File: src/hdl/assert_macros.svh
// Assertion macros shared by the framer modules.
// SCF_ASSERT expects clk and rst_n in the scope of the module that uses it; SCF_ASSERT_ALWAYS expects clk.
`ifndef ASSERT_MACROS_SVH
`define ASSERT_MACROS_SVH
`ifndef SYNTHESIS
`define SCF_ASSERT(lbl, prop, msg) \
  lbl: assert property (@(posedge clk) disable iff (!rst_n) prop) else $error(msg);
`define SCF_ASSERT_ALWAYS(lbl, prop, msg) \
  lbl: assert property (@(posedge clk) prop) else $error(msg);
`else
`define SCF_ASSERT(lbl, prop, msg)
`define SCF_ASSERT_ALWAYS(lbl, prop, msg)
`endif
`endif

File: src/hdl/scf_pkg.sv
// Types and constants of the servo command framer.
// Used by scf_ctrl, scf_dp and servo_command_framer; depends on nothing.
package scf_pkg;

  localparam int FIN_W = 2;
  localparam int ANG_W = 26;
  localparam int Q_W   = 21;

  typedef struct packed {
    logic [1:0]         mode;
    logic               armed;
    logic               test_valid;
    logic [9:0]         test_function;
    logic signed [15:0] test_value;
    logic signed [15:0] cmd_fin0;
    logic signed [15:0] cmd_fin1;
    logic signed [15:0] cmd_fin2;
    logic signed [15:0] cmd_fin3;
  } in_item_t;

  typedef struct packed {
    logic [7:0] frame_byte;
    logic       last;
  } out_item_t;

  localparam logic [1:0] MODE_NORM = 2'd1;
  localparam logic [1:0] MODE_RAD  = 2'd2;

  localparam logic [2:0] STEP_MUL_IN    = 3'd0;
  localparam logic [2:0] STEP_CLAMP     = 3'd1;
  localparam logic [2:0] STEP_MUL_GAIN  = 3'd2;
  localparam logic [2:0] STEP_OFFSET    = 3'd3;
  localparam logic [2:0] STEP_MUL_RECIP = 3'd4;

  localparam logic [2:0] BYTE_SYNC   = 3'd0;
  localparam logic [2:0] BYTE_ID     = 3'd1;
  localparam logic [2:0] BYTE_POS_HI = 3'd2;
  localparam logic [2:0] BYTE_POS_LO = 3'd3;
  localparam logic [2:0] BYTE_CHECK  = 3'd4;

  localparam logic [13:0]             SCALE_RESET = 14'd5120;
  localparam logic signed [ANG_W-1:0] ANG_LIMIT   = 26'sd26214400;
  localparam logic [29:0]             RAD2DEG_Q24 = 30'd961263669;
  localparam logic [15:0]             POS_GAIN    = 16'd32764;
  localparam logic signed [42:0]      POS_OFFSET  = 43'sd858888601600;
  localparam logic [21:0]             RECIP_100   = 22'd2684355;
  localparam logic [13:0]             POS_CENTER  = 14'd8191;
  localparam logic [13:0]             POS_MAX     = 14'd16383;
  localparam logic [10:0]             FIRST_ID    = 11'h601;
  localparam logic [9:0]              FIRST_FUNC  = 10'd201;
  localparam logic [9:0]              LAST_FUNC   = 10'd204;
  localparam logic [7:0]              SYNC_BASE   = 8'h88;

  typedef struct packed {
    logic             capture;
    logic             calc;
    logic [2:0]       step;
    logic [FIN_W-1:0] fin;
    logic [2:0]       byte_sel;
    logic             emit;
    logic             center_frame;
    logic             last;
  } dp_cmd_t;

  typedef struct packed {
    logic center;
    logic send_data;
    logic out_free;
  } dp_status_t;

endpackage

File: src/hdl/servo_command_framer.sv
// Servo command framer: one input beat per control tick gives up to eight
// 5-byte servo frames; within a frame, one output beat per cycle while out_stall is low.
// After acceptance the start state picks the centering frames, if they lead, or the
// 5 calculation steps of the first data frame; each data frame follows its 5 steps.
// The input stalls until all frames of the tick are out, output stalls included.
// Synchronous active-low reset clears the arm history and sets scale_r to 20 deg.
module servo_command_framer #(
  parameter int FIN_COUNT = 4
) (
  input  logic               clk,
  input  logic               rst_n,
  input  logic               in_valid,
  output logic               in_stall,
  input  scf_pkg::in_item_t  in_data,
  output logic               out_valid,
  input  logic               out_stall,
  output scf_pkg::out_item_t out_data,
  input  logic               cfg_valid,
  output logic               cfg_ready,
  input  logic [13:0]        cfg_data
);

  scf_pkg::dp_cmd_t    cmd;
  scf_pkg::dp_status_t status;

  assign cfg_ready = 1'b1;

  scf_ctrl #(
    .FIN_COUNT (FIN_COUNT)
  ) u_ctrl (
    .clk      (clk),
    .rst_n    (rst_n),
    .in_valid (in_valid),
    .in_stall (in_stall),
    .status   (status),
    .cmd      (cmd)
  );

  scf_dp #(
    .FIN_COUNT (FIN_COUNT)
  ) u_dp (
    .clk       (clk),
    .rst_n     (rst_n),
    .in_data   (in_data),
    .cfg_we    (cfg_valid && cfg_ready),
    .cfg_data  (cfg_data),
    .cmd       (cmd),
    .status    (status),
    .out_stall (out_stall),
    .out_valid (out_valid),
    .out_data  (out_data)
  );

endmodule

File: src/hdl/scf_dp.sv
// Datapath of the servo command framer: item capture, angle arithmetic,
// frame byte assembly and the output register. Depends on scf_pkg.
`include "assert_macros.svh"
module scf_dp #(
  parameter int FIN_COUNT = 4
) (
  input  logic                clk,
  input  logic                rst_n,
  input  scf_pkg::in_item_t   in_data,
  input  logic                cfg_we,
  input  logic [13:0]         cfg_data,
  input  scf_pkg::dp_cmd_t    cmd,
  output scf_pkg::dp_status_t status,
  input  logic                out_stall,
  output logic                out_valid,
  output scf_pkg::out_item_t  out_data
);

  typedef enum logic [1:0] {SRC_NONE, SRC_NORM, SRC_TEST, SRC_RAD} src_t;

  logic [13:0]                     scale_r;
  scf_pkg::in_item_t               item_r;
  logic                            prev_armed_r;
  logic                            center_r;
  logic                            out_valid_r;
  scf_pkg::out_item_t              out_data_r;
  logic signed [46:0]              prod1_r;
  logic signed [scf_pkg::ANG_W-1:0] ang_r;
  logic signed [42:0]              prod2_r;
  logic [scf_pkg::Q_W-1:0]         q_r;
  logic [42:0]                     prod3_r;

  logic [9:0]                      tf_off;
  logic                            test_hit;
  logic [scf_pkg::FIN_W-1:0]       test_fin;
  src_t                            src;
  logic signed [15:0]              fin_cmd;
  logic signed [15:0]              mul_a;
  logic signed [30:0]              mul_b;
  logic signed [47:0]              ang_full;
  logic signed [42:0]              num;
  logic [14:0]                     pos_raw;
  logic [13:0]                     pos_calc;
  logic [13:0]                     pos;
  logic [10:0]                     frame_id;
  logic [7:0]                      b0, b1, b2, b3, byte_val;
  logic                            out_free;

  assign tf_off   = item_r.test_function - scf_pkg::FIRST_FUNC;
  assign test_fin = tf_off[scf_pkg::FIN_W-1:0];
  assign test_hit = item_r.test_valid &&
                    item_r.test_function >= scf_pkg::FIRST_FUNC &&
                    item_r.test_function <= scf_pkg::LAST_FUNC &&
                    ({22'd0, tf_off} < 32'(FIN_COUNT));

  always_comb begin
    if (item_r.armed && item_r.mode == scf_pkg::MODE_NORM) begin
      src = SRC_NORM;
    end else if (test_hit) begin
      src = SRC_TEST;
    end else if (item_r.armed && item_r.mode == scf_pkg::MODE_RAD) begin
      src = SRC_RAD;
    end else begin
      src = SRC_NONE;
    end
  end

  always_comb begin
    case (cmd.fin)
      2'd0:    fin_cmd = item_r.cmd_fin0;
      2'd1:    fin_cmd = item_r.cmd_fin1;
      2'd2:    fin_cmd = item_r.cmd_fin2;
      2'd3:    fin_cmd = item_r.cmd_fin3;
      default: fin_cmd = '0;
    endcase
  end

  always_comb begin
    case (src)
      SRC_NORM, SRC_RAD: mul_a = fin_cmd;
      SRC_TEST:          mul_a = (cmd.fin == test_fin) ? item_r.test_value : 16'sd0;
      default:           mul_a = 16'sd0;
    endcase
    if (src == SRC_RAD) begin
      mul_b = $signed({1'b0, scf_pkg::RAD2DEG_Q24});
    end else begin
      mul_b = $signed({17'd0, scale_r});
    end
  end

  // Radian products carry 36 fraction bits and are rounded half up to 20.
  always_comb begin
    if (src == SRC_RAD) begin
      ang_full = (48'(prod1_r) + 48'sd32768) >>> 16;
    end else begin
      ang_full = 48'(prod1_r);
    end
  end

  assign num      = prod2_r + scf_pkg::POS_OFFSET;
  assign pos_raw  = prod3_r[42:28];
  assign pos_calc = (pos_raw > 15'(scf_pkg::POS_MAX)) ? scf_pkg::POS_MAX : pos_raw[13:0];
  assign pos      = cmd.center_frame ? scf_pkg::POS_CENTER : pos_calc;
  assign frame_id = scf_pkg::FIRST_ID + 11'(cmd.fin);
  assign b0       = scf_pkg::SYNC_BASE | {6'd0, frame_id[8:7]};
  assign b1       = {1'b0, frame_id[6:0]};
  assign b2       = {1'b0, pos[13:7]};
  assign b3       = {1'b0, pos[6:0]};

  always_comb begin
    case (cmd.byte_sel)
      scf_pkg::BYTE_SYNC:   byte_val = b0;
      scf_pkg::BYTE_ID:     byte_val = b1;
      scf_pkg::BYTE_POS_HI: byte_val = b2;
      scf_pkg::BYTE_POS_LO: byte_val = b3;
      scf_pkg::BYTE_CHECK:  byte_val = b0 ^ b1 ^ b2 ^ b3;
      default:              byte_val = '0;
    endcase
  end

  always_ff @(posedge clk) begin
    if (!rst_n) begin
      scale_r      <= scf_pkg::SCALE_RESET;
      prev_armed_r <= 1'b0;
      center_r     <= 1'b0;
      out_valid_r  <= 1'b0;
    end else begin
      if (cfg_we) begin
        scale_r <= cfg_data;
      end
      if (cmd.capture) begin
        prev_armed_r <= in_data.armed;
        center_r     <= prev_armed_r && !in_data.armed;
      end
      if (cmd.emit) begin
        out_valid_r <= 1'b1;
      end else if (!out_stall) begin
        out_valid_r <= 1'b0;
      end
    end
  end

  always_ff @(posedge clk) begin
    if (cmd.capture) begin
      item_r <= in_data;
    end
    if (cmd.emit) begin
      out_data_r.frame_byte <= byte_val;
      out_data_r.last       <= cmd.last;
    end
    if (cmd.calc) begin
      case (cmd.step)
        scf_pkg::STEP_MUL_IN: begin
          prod1_r <= 47'(mul_a) * 47'(mul_b);
        end
        scf_pkg::STEP_CLAMP: begin
          if (ang_full > 48'(scf_pkg::ANG_LIMIT)) begin
            ang_r <= scf_pkg::ANG_LIMIT;
          end else if (ang_full < -48'(scf_pkg::ANG_LIMIT)) begin
            ang_r <= -scf_pkg::ANG_LIMIT;
          end else begin
            ang_r <= ang_full[scf_pkg::ANG_W-1:0];
          end
        end
        scf_pkg::STEP_MUL_GAIN: begin
          prod2_r <= 43'(ang_r) * 43'($signed({1'b0, scf_pkg::POS_GAIN}));
        end
        scf_pkg::STEP_OFFSET: begin
          q_r <= num[42] ? '0 : num[40:20];
        end
        scf_pkg::STEP_MUL_RECIP: begin
          prod3_r <= 43'(q_r) * 43'(scf_pkg::RECIP_100);
        end
        default: begin
        end
      endcase
    end
  end

  assign out_free         = !out_valid_r || !out_stall;
  assign status.center    = center_r;
  assign status.send_data = (src != SRC_NONE);
  assign status.out_free  = out_free;
  assign out_valid        = out_valid_r;
  assign out_data         = out_data_r;

  `SCF_ASSERT(a_valid_from_emit, $rose(out_valid_r) |-> $past(cmd.emit), "beat without emit")
  `SCF_ASSERT(a_hold_stalled, out_valid_r && out_stall |=> out_valid_r && $stable(out_data_r), "stalled beat changed")
  `SCF_ASSERT_ALWAYS(a_reset_quiet, !rst_n |=> !out_valid_r, "output valid after reset")

endmodule

File: src/hdl/scf_ctrl.sv
// Controller of the servo command framer: sequences centering frames, the
// angle calculation steps and the data frames. Depends on scf_pkg.
`include "assert_macros.svh"
module scf_ctrl #(
  parameter int FIN_COUNT = 4
) (
  input  logic                clk,
  input  logic                rst_n,
  input  logic                in_valid,
  output logic                in_stall,
  input  scf_pkg::dp_status_t status,
  output scf_pkg::dp_cmd_t    cmd
);

  typedef enum logic [1:0] {S_IDLE, S_START, S_CALC, S_EMIT} state_t;

  localparam logic [scf_pkg::FIN_W-1:0] LAST_FIN = scf_pkg::FIN_W'(FIN_COUNT - 1);
  localparam logic [scf_pkg::FIN_W-1:0] FIN_STEP = scf_pkg::FIN_W'(1);

  state_t                    state_r;
  logic [scf_pkg::FIN_W-1:0] fin_r;
  logic [2:0]                byte_r;
  logic [2:0]                step_r;
  logic                      phase_r;

  assign in_stall         = (state_r != S_IDLE);
  assign cmd.capture      = in_valid && (state_r == S_IDLE);
  assign cmd.calc         = (state_r == S_CALC);
  assign cmd.step         = step_r;
  assign cmd.fin          = fin_r;
  assign cmd.byte_sel     = byte_r;
  assign cmd.emit         = (state_r == S_EMIT) && status.out_free;
  assign cmd.center_frame = phase_r;
  assign cmd.last         = (byte_r == scf_pkg::BYTE_CHECK) && (fin_r == LAST_FIN) &&
                            (!phase_r || !status.send_data);

  always_ff @(posedge clk) begin
    if (!rst_n) begin
      state_r <= S_IDLE;
      fin_r   <= '0;
      byte_r  <= scf_pkg::BYTE_SYNC;
      step_r  <= scf_pkg::STEP_MUL_IN;
      phase_r <= 1'b0;
    end else begin
      case (state_r)
        S_IDLE: begin
          if (cmd.capture) begin
            state_r <= S_START;
          end
        end
        S_START: begin
          fin_r  <= '0;
          byte_r <= scf_pkg::BYTE_SYNC;
          step_r <= scf_pkg::STEP_MUL_IN;
          if (status.center) begin
            phase_r <= 1'b1;
            state_r <= S_EMIT;
          end else if (status.send_data) begin
            phase_r <= 1'b0;
            state_r <= S_CALC;
          end else begin
            state_r <= S_IDLE;
          end
        end
        S_CALC: begin
          if (step_r == scf_pkg::STEP_MUL_RECIP) begin
            step_r  <= scf_pkg::STEP_MUL_IN;
            state_r <= S_EMIT;
          end else begin
            step_r <= step_r + 3'd1;
          end
        end
        S_EMIT: begin
          if (cmd.emit) begin
            if (byte_r == scf_pkg::BYTE_CHECK) begin
              byte_r <= scf_pkg::BYTE_SYNC;
              if (fin_r == LAST_FIN) begin
                fin_r <= '0;
                if (phase_r && status.send_data) begin
                  phase_r <= 1'b0;
                  state_r <= S_CALC;
                end else begin
                  state_r <= S_IDLE;
                end
              end else begin
                fin_r   <= fin_r + FIN_STEP;
                state_r <= phase_r ? S_EMIT : S_CALC;
              end
            end else begin
              byte_r <= byte_r + 3'd1;
            end
          end
        end
        default: begin
          state_r <= S_IDLE;
        end
      endcase
    end
  end

  `SCF_ASSERT(a_byte_range, byte_r <= scf_pkg::BYTE_CHECK, "byte index out of frame")
  `SCF_ASSERT(a_last_idle, cmd.emit && cmd.last |=> state_r == S_IDLE, "work after last beat")
  `SCF_ASSERT(a_calc_data, state_r == S_CALC |-> status.send_data && !phase_r, "calc without data")

endmodule
File: config.mk
export PLATFORM = sky130hd
export DESIGN_NAME = servo_command_framer
export DESIGN_NICKNAME = d
export VERILOG_FILES = /design/src/hdl/scf_pkg.sv /design/src/hdl/servo_command_framer.sv /design/src/hdl/scf_dp.sv /design/src/hdl/scf_ctrl.sv
export VERILOG_INCLUDE_DIRS = /design/src /design/src/hdl
export SDC_FILE = /design/constraint.sdc
export NUM_CORES = 2
export LEC_CHECK = 0
export BUFFER_PORTS_ARGS = -buffer_cell sky130_fd_sc_hd__buf_2
export CAP_MARGIN = 10
export CORE_AREA = 2 2 364 366
export DETAILED_ROUTE_END_ITERATION = 10
export DIE_AREA = 0 0 366 368
export PLACE_DENSITY = 0.56
export SLEW_MARGIN = 25
export SYNTH_ARGS = -nofsm -noshare
export SYNTH_HDL_FRONTEND = slang
export SYNTH_HIERARCHICAL = 1
export SYNTH_SLANG_ARGS = --single-unit
File: constraint.sdc
create_clock -name clk -period 8.6 [get_ports clk]
set_input_delay 1.29 -clock clk [delete_from_list [all_inputs] [get_ports clk]]
set_output_delay 1.29 -clock clk [all_outputs]
set_load 0.01 [all_outputs]
==> summary.md <==
| Metric | Value |
|---|---|
| Sequential power share | `39.9%` |
| Synth Area in Compound Gates | `7.82%` |
| Antenna violations before repair | `0` |
| Worst Tran Pin Value | `893 ps` |
| Core area | `131000 sq um` |
| Distinct cells, synth | `96` |
| CP dominant cell by count | `fa_1` |
| Clk pwr share | `37.4%` |
| Final Cell Area | `43400 sq um` |
| Share of cells above drive strength 1 | `9.17%` |
| Synthesis Warnings | `6` |
| Flops & latches, synth | `262` |
| Slew Limit Fails | `0` |
| Final Cycle Share | `95.4%` |
| Crit path DAT | `8550 ps` |
| Critical path required time | `8940 ps` |
| Crit path capture type | `flip-flop` |
| TNS Setup | `0 ps` |
| Final ANT Viol Nets | `0` |
| Vias in the first global route | `28.1k` |
| Synth Cell Area | `39000 sq um` |
| Post-Route WL | `92500 um` |
| GRT Total Usage | `14.1%` |
| Critical path peak fanout | `20` |
| Nets@finish | `5161` |
| Main combinational cell family by area after synthesis | `adder cells` |
| Starting Density | `29.9%` |
| Clock skew | `20.4 ps` |
| First-pass GRT wire length | `153000 um` |
| Ranking of synthesized cells by area | `fa_1 (34%), edfxtp_1 (18%), ha_1 (17%), inv_1 (8.2%), nor2_1 (2.5%)` |
| Die ar. | `135000 sq um` |
| Max incr delay on CP | `540 ps` |
| Clock transition at path regs | `60 ps` |
| Internal | `0.00261 W` |
| WL per Instance | `16.4 um` |
| 1st-iter DRT viols | `1260` |
| Xor/xnor share of the synthesized area | `3.34%` |
| Crit Path Category | `flip-flop to flip-flop` |
| Synth Flop Type | `edfxtp_1` |
| Hold buffers post-CTS | `0` |
| Vias/cell | `4.51` |
| Hold Crit Class | `flip-flop to flip-flop` |
| Power per cell area | `84.8 nW/um^2` |
| Final-report setup violation count | `0` |
| Avg Inst Size Synth | `10.6 sq um` |
| Sw Pwr | `0.00107 W` |
| Status | `finished, final reports clean` |
| Worst skew pair latency | `610 ps` |
| Unrepaired setup endpoints after global routing | `true` |
| DPL Wire Length | `79800 um` |
| Max clock buf depth | `3` |
| Synth Instances | `3687` |
| Gate power share | `22.6%` |
| Number of flops mapped to enable cells by yosys | `234` |
| # IOs | `125` |
| Die Width | `366 um` |
| Vias | `25.4k` |
| Worst R2R Setup Slack | `390 ps` |
| Num CTS Buffers | `30` |
| Minimum clock period | `8210 ps` |
| Final core occ | `33.2%` |
| Final Hold Vio Count | `0` |
| Port Buf Inserts | `123` |
| Simple-Gate Fraction of Synth Area | `8.68%` |
| Clk sinks | `262` |
| Cell taking the most area after synthesis | `fa_1` |
| Synth Area in Adders | `51.0%` |
| Worst path slowest cell | `fa_1` |
| Worst Setup Slack post-DPL | `-0.0506 ps` |
| Multiplexer area fraction after synthesis | `0.564%` |
| Yosys top cell area share | `34.4%` |
| Switching fraction of total power | `29.1%` |
| Grt ovf | `0` |
| H-tree levels | `1` |
| Peak VDD IR | `0.130 mV` |
| GP Congestion | `0.894` |
| Die Span Y | `368 um` |
| Largest net degree at the start of global routing | `80` |
| Max Cap Viol | `0` |
| Setup WS post-layout | `392 ps` |
| Asr flop ratio synth | `0%` |
| CP startpoint kind | `flip-flop` |
| Root Buffer | `clkbuf_16` |
| Area Growth Syn to Fin | `11.2%` |
| CTS tree | `yes` |
| Headroom to the max-slew limit | `39.6%` |
| Min Hold Slack | `515 ps` |
| Placed Area | `42200 sq um` |
| Drt first pass iters | `8` |
| Residual DRC | `0` |
| Post-synthesis sequential area ratio | `19.4%` |
| Max frequency | `0.122 GHz` |
| Count of standard-cell rows | `133` |
| Leakage power total | `20.4 nW` |
==> per-layer routing <==
| layer | GRT usage [%] | part of all wire [%] |
|---|---|---|
| met5 | 0 | 0 |
| met4 | 2.98 | 2.1 |
| met2 | 25.1 | 49 |
| met3 | 1.09 | 2.8 |
| met1 | 18.8 | 46 |
==> area by class of cell <==
class                   instances  area, sq um
inverters                     851         3190
diodes                          1         2.50
well taps                    1755         2200
clock inverters                20          270
fillers                     13400        87400
multi-input cells            2495        28000
clock buffers                  34          776
repair buffers                219         1390
flip-flops and latches        262         7590
==> cell usage after synthesis (10+ instances only) <==
cell and number:
a211oi_2 17, a21o_1 47, a21oi_1 98, a222oi_1 16, a22oi_1 13, a31oi_1 12
and2_1 20, and3_1 17, buf_4 12, clkbuf_1 52, dfxtp_1 28, edfxtp_1 234
fa_1 670, ha_1 519, inv_1 850, mux2i_1 22, nand2_1 173, nand2b_1 40
nand3_1 39, nand4_1 12, nor2_1 258, nor2b_1 43, nor3_1 16, nor4_1 12
o211ai_1 10, o21a_1 20, o21ai_0 67, o21bai_1 17, or2_2 23, xnor2_1 107
xor2_1 42
==> sequential cells by signal, indices dropped and copies added (netlist names), 9 cells and up <==
signal	flops
u_dp/item_r	94
u_dp/prod1_r	47
u_dp/ang_r	26
u_dp/prod2_r	22
u_dp/q_r	21
u_dp/prod3_r	15
u_dp/scale_r	14
u_dp/out_data	9
==> what timing repair did <==
item,in CTS,in global routing
setup buffers,0,4
pin swaps,0,4
setup endpoints to repair,1,14
resized for setup,1,14
cloned,0,0
==> power groups by stage <==
| stage | Combinational, W | Clock (W) | Sequential [W] |
|---|---|---|---|
| final | 0.000833 | 0.00138 | 0.00147 |
| after global routing | 0.000958 | 0.00147 | 0.00147 |
| after CTS | 0.000843 | 0.00142 | 0.00147 |
| after detailed placement | 0.000841 | 0 | 0.00150 |
| after global placement | 0.000832 | 0 | 0.00150 |
| after floorplan | 0.000564 | 0 | 0.00149 |
==> cell usage in the layout, fill, tap and decap left out, drive strengths merged, types with 8 or more instances in the layout <==
cell type	synthesis	final
buf	29	219
clkbuf	52	34
clkinv	0	11
a21o	47	47
dfxtp	28	28
mux2i	22	22
inv	851	853
nor3	18	18
a211oi	26	26
nand2	174	174
o21ai	76	76
nand2b	40	40
and2	20	20
xnor2	107	107
nand4	13	13
nand3	44	44
o21a	20	20
nor2b	43	43
fa	670	670
o21bai	17	17
nor4	13	13
edfxtp	234	234
o22ai	9	9
a221oi	9	9
a21boi	8	8
or2	25	25
a21oi	99	99
a22oi	14	14
ha	519	519
xor2	42	42
nor2	259	259
o211ai	10	10
a41oi	8	8
a222oi	16	16
a31oi	12	12
and3	20	20
==> cell families after synthesis <==
| kind of cell | after synthesis |
|---|---|
| mux | 22 |
| simple gates | 701 |
| compound gates | 428 |
| buf+inv | 932 |
| fa+ha+maj | 1190 |
| xor+xnor | 149 |
| other cells | 3 |
| flops | 262 |
==> critical path: cells and delay by family, from the launching register on <==
| family | cells | cell delay [ps] |
|---|---|---|
| DFF | 1 | 390 |
| AOI/OAI and AO/OA | 8 | 1750 |
| and+or+nand+nor | 6 | 1210 |
| xor gates and xnor gates | 1 | 130 |
| buffers and inverters | 4 | 680 |
| adders and majority gates | 8 | 3770 |
==> stage by stage <==
stage | power, W | std cells
final | 0.00368 | 5637
after global routing | 0.00390 | 5636
after CTS | 0.00374 | 5631
after detailed placement | 0.00234 | 5577
after global placement | 0.00233 | 5577
after floorplan | 0.00205 | 3689
==> final timing paths <==
check,startpoint,to,cells after the start
hold / removal,u_dp/prev_armed_r,u_dp/prev_armed_r,2
setup reg to reg,u_dp/item_r[80],u_dp/prod1_r[46],27
setup / recovery,u_dp/item_r[80],u_dp/prod1_r[46],27
hold reg to reg,u_dp/prev_armed_r,u_dp/prev_armed_r,2
(Power assumes the default switching activity.)
